File: src/rtl/pdga_pkg.sv
// Package for the Poisson-disk grid acceptor: widths, codes and shared types.
// Used by every module in rtl/; depends on nothing else.
package pdga_pkg;

   localparam int GRID_MAX_DIM    = 64;
   localparam int NEIGHBOUR_REACH = 2;
   localparam int DIM_W           = $clog2(GRID_MAX_DIM);
   localparam int CELL_ADDR_W     = 2 * DIM_W;
   localparam int CELL_COUNT      = GRID_MAX_DIM * GRID_MAX_DIM;

   localparam int COORD_W    = 16;
   localparam int RECIP_W    = 24;
   localparam int PROD_W     = COORD_W + RECIP_W;
   localparam int CELL_SHIFT = 24;
   localparam int CELL_Q_W   = PROD_W - CELL_SHIFT;
   localparam int DIST_W     = 32;
   localparam int DIM_CFG_W  = 7;
   localparam int FIELD_W    = 6;
   localparam int FIELD_MAX  = (1 << FIELD_W) - 1;
   localparam int POINT_W    = 2 * COORD_W;
   localparam int ENTRY_W    = POINT_W + 1;

   localparam int MODE_W      = 2;
   localparam int REQ_DATA_W  = 32;
   localparam int RSP_DATA_W  = 16;
   localparam int CSR_IDX_W   = 2;
   localparam int CSR_DATA_W  = 32;

   localparam logic [CSR_IDX_W-1:0] CSR_MIN_DIST_SQ = 2'd0;
   localparam logic [CSR_IDX_W-1:0] CSR_CELL_RECIP  = 2'd1;
   localparam logic [CSR_IDX_W-1:0] CSR_GRID_COLS   = 2'd2;
   localparam logic [CSR_IDX_W-1:0] CSR_GRID_ROWS   = 2'd3;

   localparam logic [RECIP_W-1:0]   RECIP_RESET = 24'd65536;
   localparam logic [DIM_CFG_W-1:0] DIM_RESET   = 7'd64;

   typedef enum logic [MODE_W-1:0] {
      MODE_CLEAR,
      MODE_TEST,
      MODE_TEST_INSERT,
      MODE_INSERT
   } mode_type;

   typedef struct packed {
      logic                done;
      logic [CELL_Q_W-1:0] col;
      logic [CELL_Q_W-1:0] row;
   } cell_result_type;

   typedef struct packed {
      logic busy;
      logic near;
   } dist_status_type;

endpackage

File: src/rtl/pdga_cell_unit.sv
// Cell index unit: one shared 16x24 multiplier turns x, then y, into grid cells.
// Depends on pdga_pkg.
module pdga_cell_unit (
   input  logic                                  clock,
   input  logic                                  reset,
   input  logic                                  start,
   input  logic [pdga_pkg::COORD_W-1:0]          point_x,
   input  logic [pdga_pkg::COORD_W-1:0]          point_y,
   input  logic [pdga_pkg::RECIP_W-1:0]          cell_recip,
   output pdga_pkg::cell_result_type             result
);

   typedef enum logic [1:0] {
      CU_IDLE,
      CU_MUL_X,
      CU_MUL_Y,
      CU_FIN
   } step_type;

   step_type                          step_ff, step_in;
   logic [pdga_pkg::PROD_W-1:0]       prod_ff, prod_in;
   logic [pdga_pkg::CELL_Q_W-1:0]     col_ff, col_in;
   logic [pdga_pkg::COORD_W-1:0]      operand;
   logic [pdga_pkg::PROD_W-1:0]       product;

   assign operand = (step_ff == CU_MUL_Y) ? point_y : point_x;
   assign product = pdga_pkg::PROD_W'(operand) * pdga_pkg::PROD_W'(cell_recip);

   always_comb begin
      step_in = step_ff;
      prod_in = prod_ff;
      col_in  = col_ff;
      case (step_ff)
         CU_IDLE: begin
            if (start) begin
               step_in = CU_MUL_X;
            end
         end
         CU_MUL_X: begin
            prod_in = product;
            step_in = CU_MUL_Y;
         end
         CU_MUL_Y: begin
            col_in  = prod_ff[pdga_pkg::PROD_W-1 -: pdga_pkg::CELL_Q_W];
            prod_in = product;
            step_in = CU_FIN;
         end
         CU_FIN: begin
            step_in = CU_IDLE;
         end
         default: begin
            step_in = CU_IDLE;
         end
      endcase
   end

   always_ff @(posedge clock) begin
      if (reset) begin
         step_ff <= CU_IDLE;
      end else begin
         step_ff <= step_in;
         prod_ff <= prod_in;
         col_ff  <= col_in;
      end
   end

   assign result.done = (step_ff == CU_FIN);
   assign result.col  = col_ff;
   assign result.row  = prod_ff[pdga_pkg::PROD_W-1 -: pdga_pkg::CELL_Q_W];

endmodule

File: config.mk
export PLATFORM = sky130hd
export DESIGN_NAME = pdga_cell_unit
export DESIGN_NICKNAME = d
export VERILOG_FILES = /design/src/rtl/pdga_pkg.sv /design/src/rtl/pdga_cell_unit.sv
export SDC_FILE = /design/constraint.sdc
export NUM_CORES = 1
export LEC_CHECK = 0
export BUFFER_PORTS_ARGS = -buffer_cell sky130_fd_sc_hd__buf_4
export CORE_UTILIZATION = 55
export CTS_BUF_LIST = sky130_fd_sc_hd__clkbuf_16
export DETAILED_ROUTE_END_ITERATION = 10
export PLACE_DENSITY = 0.74
export SLEW_MARGIN = 20
export SYNTH_ARGS = -nofsm -noshare
export SYNTH_HDL_FRONTEND = slang
export SYNTH_SLANG_ARGS = --single-unit
File: constraint.sdc
create_clock -name clock -period 15.1 [get_ports clock]
set_input_delay 3.02 -clock clock [delete_from_list [all_inputs] [get_ports clock]]
set_output_delay 3.02 -clock clock [all_outputs]
set_load 0.01 [all_outputs]
==> run_results.csv <==
group,metric,value,unit
worst_hold_path,min_from,"prod_ff[34]$_DFFE_PP_",
route,dr.pass1.iters,5,
floorplan,start_util,56.64,%
synth,synth_cells,1486,
synth,ys_ff_latch,34,
floorplan,die_x,158.4,microns
sta,layout_min_cycle_time,9053,ps
cts,clockRootBuffer,"clkbuf_16",
sta,setup_viol,0,
sta,rsz0062_at_grt,"no",
sta,final-hold-violation-count,0,
final_layout,drive_gt1_share,7.692,%
setup_path,slowest_delay,540,ps
setup_path,worstPathRequired,15110,ps
synth,synth.area.top_cells,"fa_1, ha_1, inv_1",
setup_path,critPathLaunchType,"primary input",
cts,cts_resized,0,
setup_path,r2r-start,"step_ff[0]$_SDFFE_PP0P_",
synth,synth-main-ff-cell,"edfxtp_1",
place,dp_hpwl,25630,microns
floorplan,coreArea,23750,sq um
synth,synth_top_cell_by_area,"fa_1",
cts,clock_latency,270,ps
synth,synth_fp_nets,1963,
synth,ys_seq_area_share,7.440,%
synth,syn_area,13450,sq um
route,finalWirelength,32300,microns
cts,htreeDepth,2,
cts,postCtsHoldBufs,0,
grt,grt_max_degree,25,
sta,max-slew-margin-rel,37.10,%
final_layout,nets,1997,
status,status,"finished clean",
route,drt-vias-per-instance,5.411,
setup_path,arrival,9060,ps
sta,max_freq,110.5,MHz
place,gp_congestion,0.9378,
floorplan,row_count,56,
final_layout,diodes,0,
cts,post-cts-setup-buffers,0,
place,port_buffers,91,
grt,grt_pass1_wl,54520,microns
grt,grt_pass1_vias,10756,
synth,synth_enable_flop_cells,32,
cts,cts_sinks,34,
sta,tns,0,ps
floorplan,io-pin-count,92,
sta,tightest_slew,943.5,ps
worst_hold_path,hp-class,"flop to flop",
floorplan,die_h,158.4,microns
synth,yosysUniqueCellTypes,45,
route,drc,0,
run,cap_violations,0,
grt,grt_antenna_before_repair,0,
sta,fin_worst_skew,2.775,ps
setup_path,setup.worst_path.class,"primary input to flop",
synth,async_flop_share,0,%
setup_path,path_cells,"buf_4 -> mux2_2 -> and2_1 -> fa_1 -> inv_1 -> fa_1 -> inv_1 -> fa_1 -> fa_1 -> fa_1 -> inv_1 -> fa_1 -> inv_1 -> ha_1 -> nand4_1 -> nor3_1 -> nand2_1 -> a41oi_1 -> nor2_1 -> o31ai_1 -> xor2_1",
setup_path,cpMostUsedCell,"fa_1",
sta,worst_slack,6047,ps
route,drtIter0Drc,610,
cts,cts_max_path_buffers,2,
route,dr_total_vias,9957,
setup_path,startpoint,"point_y[13]",
synth,yosys.area.top_type_share,45.39,%
sta,period_share,59.95,%
setup_path,end_kind,"flop",
setup_path,path_max_fanout,24,
grt,gr-total-overflow,0,
synth,yosys_warnings,0,
setup_path,crit_path_top_delay_cell,"fa_1",
cts,numCtsBuffers,5,
final_layout,fin_util,60.76,%
cts,cts_tree,"built",
final_layout,area_growth,7.282,%
sta,drv_slew,0,
cts,cts.reportedPaths.clkPinSlew,50,ps
place,dp_slack,5838,ps
route,postRouteAntennaNets,0,
grt,grt_usage,28.41,%
route,wl_per_cell,17.55,microns
synth,syn_area_per_cell,9.053,sq um
floorplan,die_area,25090,sq um
==> metrics by stage <==
step	cell area, sq um	hold WS (ps)	cells
2_1_floorplan	13450	499.0	1486
3_3_place_gp	14300	456.2	1832
3_5_place_dp	14300	440.4	1832
4_1_cts	14430	474.0	1840
5_1_grt	14430	491.6	1840
6_report	14430	469.5	1840
==> Yosys cell counts (2+ instances only) <==
master,number
and2_1,170
nand3_1,9
nor3_1,11
and4_1,2
nor2_1,16
mux2i_1,2
xnor2_1,12
o211ai_1,4
a21o_1,13
nor2b_1,6
nand4_1,12
o21ai_1,3
mux2_4,2
nand2_1,236
nand2b_1,2
mux2_2,14
o21ai_0,16
ha_1,113
xor2_1,5
and3_1,2
a211oi_1,9
or3_1,2
nor4_1,2
o22ai_1,2
o31ai_1,5
o221ai_1,2
a21oi_1,37
dfxtp_1,2
o21bai_1,3
edfxtp_1,32
fa_1,305
clkbuf_1,65
inv_1,358
==> cell type report <==
type,instances,area (sq um)
clock buffer,5,125.1
sequential,34,1001
fill,2026,9320
tap,319,399.1
inverter,358,1344
multi-input combinational,1028,10850
clock inverter,3,12.51
timing repair buffer,93,698.2
==> state kept, by name (all words and copies together), names as in the netlist <==
register and flops:
col_ff 16, prod_ff 16, step_ff 2
==> critical path, delay by kind of cell <==
family	cells	cell delay, ps
fa+ha+maj	7	3430
simple gates	5	1020
compound gates	2	640
mux	1	480
buf+inv	5	320
xor+xnor	1	110
==> layout by cell type (no fill, tap or decap), types with 4 or more instances in the layout <==
cell type | Yosys | final
xnor2_1 | 12 | 12
nor2_1 | 16 | 16
nand2_1 | 236 | 236
mux2_2 | 14 | 14
xor2_1 | 5 | 5
nand3_1 | 9 | 9
a211oi_1 | 9 | 9
clkbuf_16 | 0 | 5
o31ai_1 | 5 | 5
and2_1 | 170 | 170
o21ai_0 | 16 | 16
edfxtp_1 | 32 | 32
a21o_1 | 13 | 13
a21oi_1 | 37 | 37
nor2b_1 | 6 | 6
buf_4 | 0 | 93
ha_1 | 113 | 113
o211ai_1 | 4 | 4
inv_1 | 358 | 359
nand4_1 | 12 | 12
fa_1 | 305 | 305
nor3_1 | 11 | 11
==> logic make-up after synthesis <==
logic type,share of synthesized area (%)
AND/OR/NAND/NOR,17.25
buffers and inverters,11.89
adder cells (fa/ha/maj),55.90
AO/OA/AOI/OAI,4.874
flip-flops,7.440
multiplexers,1.544
XOR/XNOR,1.107
==> path summary, 6_finish.rpt <==
kind / to / slack (ps) / cells after the start
hold / removal: col_ff[10]$_DFFE_PP_ / 470 / 0
setup / recovery: prod_ff[35]$_DFFE_PP_ / 6050 / 21
hold reg to reg: col_ff[10]$_DFFE_PP_ / 470 / 0
setup reg to reg: prod_ff[35]$_DFFE_PP_ / 7470 / 23
==> layer usage <==
layer / vias to the layer above / global-route usage (%) / share of wire (%) / wire length (microns)
met3: 40 / 4.872 / 8.7 / 2799
met2: 402 / 46.74 / 48 / 15400
met4: 0 / 4.991 / 1.2 / 382
met5: - / 0 / 0 / 0
met1: 5038 / 40.00 / 42 / 13720
li1: 4477 / - / - / -
Power is left out: the tool's default activity adds up to more than one toggle a clock period on the data nets, which glitch-free logic cannot reach.
