### config.mk
export PLATFORM = sky130hd
export DESIGN_NAME = pdga_dist_unit
export DESIGN_NICKNAME = d
export VERILOG_FILES = /design/src/rtl/pdga_pkg.sv /design/src/rtl/pdga_dist_unit.sv
export SDC_FILE = /design/constraint.sdc
export NUM_CORES = 1
export LEC_CHECK = 0
export BUFFER_PORTS_ARGS = -buffer_cell sky130_fd_sc_hd__buf_4
export CAP_MARGIN = 20
export CELL_PAD_IN_SITES_DETAIL_PLACEMENT = 0
export CELL_PAD_IN_SITES_GLOBAL_PLACEMENT = 1
export CORE_ASPECT_RATIO = 0.7
export CORE_UTILIZATION = 50
export DETAILED_ROUTE_END_ITERATION = 6
export PLACE_DENSITY_LB_ADDON = 0.12
export RECOVER_POWER = 50
export SYNTH_ARGS = -nofsm -noshare
export SYNTH_HDL_FRONTEND = slang
export SYNTH_SLANG_ARGS = --single-unit
### constraint.sdc
create_clock -name clock -period 12.32 [get_ports clock]
set_clock_uncertainty 0.15 [all_clocks]
set_input_delay 1.232 -clock clock [delete_from_list [all_inputs] [get_ports clock]]
set_output_delay 1.232 -clock clock [all_outputs]
set_load 0.005 [all_outputs]
### src/rtl/pdga_pkg.sv
// Package for the Poisson-disk grid acceptor: widths, codes and shared types.
// Used by every module in rtl/; depends on nothing else.
package pdga_pkg;

   localparam int GRID_MAX_DIM    = 64;
   localparam int NEIGHBOUR_REACH = 2;
   localparam int DIM_W           = $clog2(GRID_MAX_DIM);
   localparam int CELL_ADDR_W     = 2 * DIM_W;
   localparam int CELL_COUNT      = GRID_MAX_DIM * GRID_MAX_DIM;

   localparam int COORD_W    = 16;
   localparam int RECIP_W    = 24;
   localparam int PROD_W     = COORD_W + RECIP_W;
   localparam int CELL_SHIFT = 24;
   localparam int CELL_Q_W   = PROD_W - CELL_SHIFT;
   localparam int DIST_W     = 32;
   localparam int DIM_CFG_W  = 7;
   localparam int FIELD_W    = 6;
   localparam int FIELD_MAX  = (1 << FIELD_W) - 1;
   localparam int POINT_W    = 2 * COORD_W;
   localparam int ENTRY_W    = POINT_W + 1;

   localparam int MODE_W      = 2;
   localparam int REQ_DATA_W  = 32;
   localparam int RSP_DATA_W  = 16;
   localparam int CSR_IDX_W   = 2;
   localparam int CSR_DATA_W  = 32;

   localparam logic [CSR_IDX_W-1:0] CSR_MIN_DIST_SQ = 2'd0;
   localparam logic [CSR_IDX_W-1:0] CSR_CELL_RECIP  = 2'd1;
   localparam logic [CSR_IDX_W-1:0] CSR_GRID_COLS   = 2'd2;
   localparam logic [CSR_IDX_W-1:0] CSR_GRID_ROWS   = 2'd3;

   localparam logic [RECIP_W-1:0]   RECIP_RESET = 24'd65536;
   localparam logic [DIM_CFG_W-1:0] DIM_RESET   = 7'd64;

   typedef enum logic [MODE_W-1:0] {
      MODE_CLEAR,
      MODE_TEST,
      MODE_TEST_INSERT,
      MODE_INSERT
   } mode_type;

   typedef struct packed {
      logic                done;
      logic [CELL_Q_W-1:0] col;
      logic [CELL_Q_W-1:0] row;
   } cell_result_type;

   typedef struct packed {
      logic busy;
      logic near;
   } dist_status_type;

endpackage

### src/rtl/pdga_dist_unit.sv
// Distance unit: squares the offsets to one stored point a cycle and flags any
// point closer than the minimum spacing. Depends on pdga_pkg.
module pdga_dist_unit (
   input  logic                                  clock,
   input  logic                                  reset,
   input  logic                                  clear,
   input  logic                                  entry_valid,
   input  logic [pdga_pkg::POINT_W-1:0]          entry_point,
   input  logic [pdga_pkg::COORD_W-1:0]          point_x,
   input  logic [pdga_pkg::COORD_W-1:0]          point_y,
   input  logic [pdga_pkg::DIST_W-1:0]           min_distance_sq,
   output pdga_pkg::dist_status_type             status
);

   logic                              s1_vld_ff;
   logic                              near_ff, near_in;
   logic [pdga_pkg::DIST_W-1:0]       sqx_ff, sqy_ff;
   logic [pdga_pkg::COORD_W-1:0]      sx, sy, dx, dy;
   logic [pdga_pkg::DIST_W:0]         sum;

   assign sx  = entry_point[pdga_pkg::COORD_W-1:0];
   assign sy  = entry_point[pdga_pkg::POINT_W-1:pdga_pkg::COORD_W];
   assign dx  = (point_x >= sx) ? point_x - sx : sx - point_x;
   assign dy  = (point_y >= sy) ? point_y - sy : sy - point_y;
   assign sum = {1'b0, sqx_ff} + {1'b0, sqy_ff};

   always_comb begin
      near_in = near_ff;
      if (clear) begin
         near_in = 1'b0;
      end else if (s1_vld_ff && (sum < {1'b0, min_distance_sq})) begin
         near_in = 1'b1;
      end
   end

   always_ff @(posedge clock) begin
      if (reset) begin
         s1_vld_ff <= 1'b0;
         near_ff   <= 1'b0;
      end else begin
         s1_vld_ff <= entry_valid;
         near_ff   <= near_in;
         sqx_ff    <= pdga_pkg::DIST_W'(dx) * pdga_pkg::DIST_W'(dx);
         sqy_ff    <= pdga_pkg::DIST_W'(dy) * pdga_pkg::DIST_W'(dy);
      end
   end

   assign status.busy = s1_vld_ff;
   assign status.near = near_ff;

endmodule
==> results of run 1 <==
[final cells by class]
class                           instances  area (um2)  share of cell area [%]
Multi-Input combinational cell       1726       16960                   73.79
Tap cell                              544       680.7                   2.961
Sequential cell                        64        1902                   8.273
Inverter                              582        2186                   9.509
Clock inverter                          5       25.02                  0.1089
Clock buffer                           10       229.0                  0.9961
Timing Repair Buffer                  135        1002                   4.360
[state kept, by name, summed over array words and instances (netlist names)]
| signal | flops |
|---|---|
| near_ff | 1 |
| sqx_ff | 31 |
| s1_vld_ff | 1 |
| sqy_ff | 31 |
[through the flow]
stage          hold slack (ps)  utilization (%)  worst slack, ps  cells  area, um2
6_report                 468.8            55.39             1080   3066      22990
5_1_grt                  507.0            55.39            489.6   3066      22990
4_1_cts                  472.6            55.41             1223   3066      23000
3_5_place_dp             456.0            54.80            863.2   3051      22740
3_3_place_gp             463.1            54.80             1184   3051      22740
2_1_floorplan            407.9                -             2568   2432      21330
[cell usage in the layout (no fill, tap or decap), types with 61 or more instances in the layout]
cell type,Yosys,layout
buf_4,3,129
edfxtp_1,62,62
nand2_1,169,169
o21ai_0,68,68
xnor2_1,72,72
ha_1,321,321
fa_1,328,328
nor2_1,198,198
a21o_1,61,61
a21oi_1,115,115
inv_1,571,570
[per-layer routing]
layer | track usage [%] | up-vias | part of all wire [%]
met3 | 5.944 | 27 | 8.3
met4 | 2.640 | 0 | 0.72
met2 | 34.35 | 447 | 39
li1 | - | 7911 | -
met1 | 39.61 | 8094 | 52
met5 | 0 | - | 0
[final timing paths]
path	from	endpoint	slack, ps
max	point_x[0]	sqx_ff[31]	1080
min	near_ff	near_ff	470
max reg2reg	sqx_ff[3]	near_ff	6910
min reg2reg	near_ff	near_ff	470
[tightest hold or removal path, cell delays in order, from the launching register on]
cell and delay (ps):
dfxtp_1 320, and3b_1 210, nor4_1 50
[logic make-up (layout without fill, tap and decap cells)]
group,Yosys count,count (layout),share of synthesized area (%)
xor gates and xnor gates,111,111,4.751
muxes,26,26,1.320
and+or+nand+nor,557,557,11.93
AOI/OAI and AO/OA,383,383,11.88
buffers and inverters,642,732,11.60
DFF,64,64,8.916
adders and majority gates,649,649,49.61
==> flow_metrics.env, run 1 <==
export IMPL_syn_area_per_cell_um2=8.771
export IMPL_top_level_ports=102
export IMPL_num_fill_cells=3935
export IMPL_rr_worst_depth=18
export IMPL_final_max_slew_viol_count=63
export IMPL_synth_flop_cell="edfxtp_1"
export IMPL_cts_buffers_inserted=9
export IMPL_hold_path_cell_count=2
export IMPL_synth_seq_cells=64
export IMPL_fp_coreArea_um2=41500
export IMPL_slowest_stage="a211o_1"
export IMPL_htree_levels=3
export IMPL_tritoncts="built"
export IMPL_start_kind="primary input"
export IMPL_diodes=0
export IMPL_grt_antenna_before_repair=0
export IMPL_critPathMaxFanout=18
export IMPL_yosysSeqAreaShare_pct=8.916
export IMPL_dr_first_iter_drc_count=1099
export IMPL_status="finished with violations"
export IMPL_die_area_um2=43510
export IMPL_postRouteAntennaNets=0
export IMPL_avgViaCountPerCell=5.375
export IMPL_hpwl_mm=44.64
export IMPL_num_vias=16480
export IMPL_min_period_ps=11240
export IMPL_path_delay_family="compound AO/OA/AOI/OAI gates"
export IMPL_drc_errors=0
export IMPL_crit_buf_inv=9
export IMPL_cts_max_path_buffers=2
export IMPL_cts_resized=0
export IMPL_required_ps=12260
export IMPL_drive_gt1_share_pct=7.851
export IMPL_clock_latency_ps=350
export IMPL_holdCritPathClass="flip-flop to flip-flop"
export IMPL_grt_max_degree=63
export IMPL_slowest_delay_ps=670
export IMPL_period_share_pct=91.24
export IMPL_synth_edf_count=62
export IMPL_syn_inst=2432
export IMPL_synthTopCellsByArea="fa_1 (31%), ha_1 (19%), inv_1 (10%)"
export IMPL_yosysTopAreaCellShare_pct=30.78
export IMPL_ctsHoldBuffers=0
export IMPL_tightest_slew_ps=3481
export IMPL_rsz0062_at_grt="false"
export IMPL_cap_viol_max_count=1
export IMPL_max_clock_freq_mhz=88.97
export IMPL_path_clk_slew_ps=50
export IMPL_ys_top_cells_by_count="inv_1 (571), fa_1 (328), ha_1 (321)"
export IMPL_fp_dieW_um=248.9
export IMPL_cp_depth=36
export IMPL_area_delta_synth_final_pct=7.766
export IMPL_critical_path_class="primary input to flip-flop"
export IMPL_rows=62
export IMPL_cts_root_buf="clkbuf_16"
export IMPL_wl_per_cell_um=16.65
export IMPL_fin_nets=3267
export IMPL_grt_pass1_wl_mm=85.74
export IMPL_gp_congestion=0.9100
export IMPL_grt_overflow_total=0
export IMPL_drt_pass1_iter_count=7
export IMPL_cts_sinks=64
export IMPL_crit_arrival_ps=11180
export IMPL_initial_core_util_pct=51.40
export IMPL_finalHoldViolations=0
export IMPL_setup_viol=0
export IMPL_failed_checks="capacitance limit, slew limit"
export IMPL_synth_fp_nets=3181
export IMPL_fin_setup_tns_ps=0
export IMPL_synth_async_reset_ratio_pct=0
export IMPL_cp_end_kind="flip-flop"
export IMPL_synth_area_um2=21330
export IMPL_die_h_um=174.8
export IMPL_grt_pass1_vias=16730
export IMPL_port_buffers=101
export IMPL_cts_setup_buffers=0
export IMPL_crit_top_cell="inv_1"
export IMPL_yosysWarnings=0
export IMPL_routed_wl_mm=51.06
export IMPL_ys_types=92
export IMPL_grt_usage_pct=24.81
export IMPL_synth_top_area_cell="fa_1"
export IMPL_synth_most_common_cell="inv_1"
export IMPL_relSlewSlack_pct=-132.1
Power of run 1 is not shown: default switching activity piles up to over one toggle a cycle in this logic, so the estimate is an artifact.
==> run 2: changes to the inputs <==
Settings changed: CORE_MARGIN set to 4.
Clock period 12.32 ns to 12.2 ns, I/O delays scaled along.
==> run 2 against run 1 <==
Net effect: the run still ends with capacitance limit, slew limit left; core utilization decreased by 0.80 points; global-route usage decreased by 1.9 points; wire length decreased by 0.18%; die area increased by 5.9%; critical path type unchanged.
==> flow_metrics.env, run 2 (same netlist as run 1, synthesis figures left out) <==
export IMPL_grt_pass1_vias=16980
export IMPL_dr_first_iter_drc_count=1111
export IMPL_cts_root_buf="clkbuf_16"
export IMPL_failed_checks="capacitance limit, slew limit"
export IMPL_grt_overflow_total=0
export IMPL_gp_congestion=0.9360
export IMPL_critPathMaxFanout=18
export IMPL_port_buffers=101
export IMPL_num_vias=16540
export IMPL_final_cell_mix="inv_1 (571), fa_1 (328), ha_1 (321)"
export IMPL_slowest_stage="xor2_1"
export IMPL_drc_errors=0
export IMPL_holdCritPathClass="flip-flop to flip-flop"
export IMPL_top_regs="sqx_ff x31, sqy_ff x31"
export IMPL_hold_path_cell_count=2
export IMPL_crit_start="point_x[0]"
export IMPL_cts_setup_buffers=0
export IMPL_clock_latency_ps=340
export IMPL_path_delay_family="compound AO/OA/AOI/OAI gates"
export IMPL_placed_area_um2=22780
export IMPL_avgViaCountPerCell=5.372
export IMPL_cts_sinks=64
export IMPL_crit_buf_inv=9
export IMPL_period_share_pct=90.80
export IMPL_cts_max_path_buffers=2
export IMPL_finalHoldViolations=0
export IMPL_top_level_ports=102
export IMPL_initial_core_util_pct=50.49
export IMPL_setup_viol=0
export IMPL_fin_util_pct=54.59
export IMPL_cp_end_kind="flip-flop"
export IMPL_final_max_slew_viol_count=63
export IMPL_r2r_end="near_ff"
export IMPL_wl_per_cell_um=16.55
export IMPL_drive_gt1_share_pct=7.994
export IMPL_crit_top_cell="inv_1"
export IMPL_relSlewSlack_pct=-132.0
export IMPL_grt_usage_pct=22.90
export IMPL_path_clk_slew_ps=50
export IMPL_area_delta_synth_final_pct=8.130
export IMPL_grt_antenna_before_repair=0
export IMPL_rows=63
export IMPL_diodes=0
export IMPL_crit_end="sqx_ff[31]"
export IMPL_num_fill_cells=4013
export IMPL_fp_dieW_um=254.9
export IMPL_tightest_slew_ps=3479
export IMPL_cap_viol_max_count=1
export IMPL_slowest_delay_ps=670
export IMPL_critical_path_class="primary input to flip-flop"
export IMPL_status="finished with violations"
export IMPL_rr_worst_depth=18
export IMPL_fp_coreArea_um2=42250
export IMPL_fin_area_um2=23060
export IMPL_reg2reg_from="sqx_ff[3]"
export IMPL_cts_resized=0
export IMPL_tritoncts="built"
export IMPL_cts_buffers_inserted=9
export IMPL_rsz0062_at_grt="false"
export IMPL_max_clock_freq_mhz=90.28
export IMPL_fin_nets=3271
export IMPL_start_kind="primary input"
export IMPL_die_area_um2=46080
export IMPL_cp_depth=36
export IMPL_required_ps=12130
export IMPL_grt_max_degree=63
export IMPL_mostFrequentLayoutCell="inv_1"
export IMPL_r2r_slack_ps=6900
export IMPL_postRouteAntennaNets=0
export IMPL_routed_wl_mm=50.97
export IMPL_htree_levels=3
export IMPL_grt_pass1_wl_mm=85.61
export IMPL_die_h_um=180.8
export IMPL_min_period_ps=11080
export IMPL_dp_cells=3063
export IMPL_fin_setup_tns_ps=0
export IMPL_crit_arrival_ps=11010
export IMPL_drt_pass1_iter_count=5
export IMPL_fin_cells=3079
export IMPL_hpwl_mm=44.74
export IMPL_ctsHoldBuffers=0
[run 2: changes by cell type in the layout (fill, tap and decap cells not counted), moves of 2 or more]
cell	delta
clkbuf_8	+2
clkinv_1	-3
clkbuf_1	+2
buf_4	+3
[run 2: layer usage]
| metal | global-route usage (%) | wire, um |
|---|---|---|
| met3 | 5.224 | 4217 |
| met4 | 2.137 | 350 |
| met5 | 0 | 0 |
| met1 | 36.84 | 25800 |
| met2 | 32.46 | 20590 |
[run 2: final cells by class]
class	count	area (um2)	area share, %
clock buffers	13	260.3	1.128
clock inverters	3	42.54	0.1844
multi-input cells	1726	16960	73.51
well taps	552	690.7	2.994
repair buffers	139	1028	4.459
inverters	582	2186	9.477
flip-flops and latches	64	1902	8.246
[run 2: how the worst min path moves through the flow]
| stage | start | to | slack (ps) |
|---|---|---|---|
| floorplan | near_ff | near_ff | 410 |
| global route | near_ff | near_ff | 490 |
| detailed placement | near_ff | near_ff | 460 |
| CTS | near_ff | near_ff | 470 |
| global placement | near_ff | near_ff | 460 |
| finish | near_ff | near_ff | 470 |
[run 2: metrics by stage]
step	hold slack, ps	setup slack, ps
2_1_floorplan	407.9	2460
3_3_place_gp	462.0	964.4
3_5_place_dp	458.9	789.4
4_1_cts	472.2	1144
5_1_grt	493.2	483.5
6_report	467.2	1123
[run 2: worst reg2reg max path, delay by kind of cell (launching register included)]
kind	cells	cell delay (ps)
flip-flops	1	390
AO/OA/AOI/OAI	11	3050
XOR/XNOR	1	170
adder cells (fa/ha/maj)	2	530
AND/OR/NAND/NOR	4	920
Power of run 2 is left out for the same reason.
==> run 3: changes to the inputs <==
==> constraint.sdc (replaced) <==
create_clock -name clock -period 12.2 [get_ports clock]
set_clock_uncertainty 0.15 [all_clocks]
set_input_delay 2.44 -clock clock [delete_from_list [all_inputs] [get_ports clock]]
set_output_delay 2.44 -clock clock [all_outputs]
set_load 0.005 [all_outputs]
==> run 3 against run 2 <==
Net effect: the flow still finishes with violations (capacitance limit, slew limit); critical path depth stayed put; largest cell class unchanged; sequential share of layout area decreased by 0.097 points; die area unchanged.
==> flow_metrics.env, run 3 (same netlist as run 1, synthesis figures left out) <==
export IMPL_num_fill_cells=4026
export IMPL_finalWorstSetupSlack_ps=521.9
export IMPL_failed_checks="capacitance limit, slew limit"
export IMPL_min_period_ps=11680
export IMPL_grt_overflow_total=0
export IMPL_relSlewSlack_pct=-139.4
export IMPL_diodes=0
export IMPL_drc_errors=0
export IMPL_initial_core_util_pct=50.49
export IMPL_path_clk_slew_ps=50
export IMPL_wl_per_cell_um=16.71
export IMPL_grt_usage_pct=23.27
export IMPL_cts_resized=0
export IMPL_grt_antenna_before_repair=0
export IMPL_post_place_ws_ps=262.1
export IMPL_gp_congestion=0.9339
export IMPL_htree_levels=3
export IMPL_grt_pass1_wl_mm=86.57
export IMPL_cts_max_path_buffers=2
export IMPL_start_kind="primary input"
export IMPL_status="finished with violations"
export IMPL_drt_pass1_iter_count=5
export IMPL_final_max_slew_viol_count=63
export IMPL_path_delay_family="adder cells"
export IMPL_finalHoldViolations=0
export IMPL_area_delta_synth_final_pct=9.414
export IMPL_fin_area_um2=23340
export IMPL_slowest_delay_ps=510
export IMPL_num_vias=16630
export IMPL_die_h_um=180.8
export IMPL_critPathMaxFanout=10
export IMPL_holdWs_ps=473.1
export IMPL_grt_pass1_vias=17030
export IMPL_slowest_stage="fa_1"
export IMPL_multi_input_area_um2=16960
export IMPL_top_level_ports=102
export IMPL_dr_first_iter_drc_count=1187
export IMPL_cap_viol_max_count=1
export IMPL_placed_area_um2=23080
export IMPL_clock_latency_ps=350
export IMPL_rows=63
export IMPL_crit_arrival_ps=11620
export IMPL_fin_nets=3311
export IMPL_ctsHoldBuffers=0
export IMPL_fin_setup_tns_ps=0
export IMPL_setup_viol=0
export IMPL_holdCritPathClass="flip-flop to flip-flop"
export IMPL_crit_buf_inv=8
export IMPL_wl_met1_mm=26.70
export IMPL_final_cell_mix="inv_1 (570), fa_1 (328), ha_1 (321)"
export IMPL_crit_top_cell="fa_1"
export IMPL_mostFrequentLayoutCell="inv_1"
export IMPL_period_share_pct=95.72
export IMPL_tritoncts="built"
export IMPL_fp_dieW_um=254.9
export IMPL_cts_sinks=64
export IMPL_die_area_um2=46080
export IMPL_postRouteAntennaNets=0
export IMPL_dr_max_layer_used="met4"
export IMPL_rsz0062_at_grt="false"
export IMPL_cp_end_kind="flip-flop"
export IMPL_required_ps=12150
export IMPL_critical_path_class="primary input to flip-flop"
export IMPL_tightest_slew_ps=3591
export IMPL_avgViaCountPerCell=5.332
export IMPL_final_seq_area_um2=1902
export IMPL_drive_gt1_share_pct=9.353
export IMPL_hpwl_mm=46.24
export IMPL_port_buffers=101
export IMPL_cts_root_buf="clkbuf_16"
export IMPL_wl_met3_mm=4.512
export IMPL_routed_wl_mm=52.12
export IMPL_cts_buffers_inserted=9
export IMPL_top_regs="sqx_ff x31, sqy_ff x31"
export IMPL_grt_max_degree=63
export IMPL_max_clock_freq_mhz=85.63
export IMPL_wl_met2_mm=20.53
export IMPL_fp_coreArea_um2=42250
export IMPL_cts_setup_buffers=0
-- run 3: worst reg2reg max path: cells and delay by family (launching register included) --
family                   cells  cell delay (ps)
AO/OA/AOI/OAI               11             3120
XOR/XNOR                     1              160
adder cells (fa/ha/maj)      2              540
flip-flops                   1              400
AND/OR/NAND/NOR              4              960
-- run 3: path summary, 6_finish.rpt --
kind	slack, ps	startpoint	cells past startpoint	endpoint
max reg2reg	6780	sqx_ff[3]	18	near_ff
max	520	point_x[0]	36	sqx_ff[30]
min reg2reg	470	near_ff	2	near_ff
min	470	near_ff	2	near_ff
-- run 3: per-layer routing --
layer	up-vias	GRT usage, %
met5	-	0
met4	0	2.137
met3	33	5.325
met2	449	32.41
met1	8146	37.94
li1	7998	-
-- run 3: cell type report --
cell class,count,area share [%]
inverters,582,9.366
multi-input cells,1726,72.65
well taps,552,2.959
clock inverters,6,0.2198
clock buffers,9,0.9650
repair buffers,179,5.693
flip-flops and latches,64,8.149
-- run 3: metrics by stage --
stage	cells	utilization, %
after floorplan	2432	-
after global placement	3103	54.62
after detailed placement	3103	54.62
after CTS	3118	55.27
after global routing	3118	55.24
final	3118	55.24
Power of run 3 is left out for the same reason.
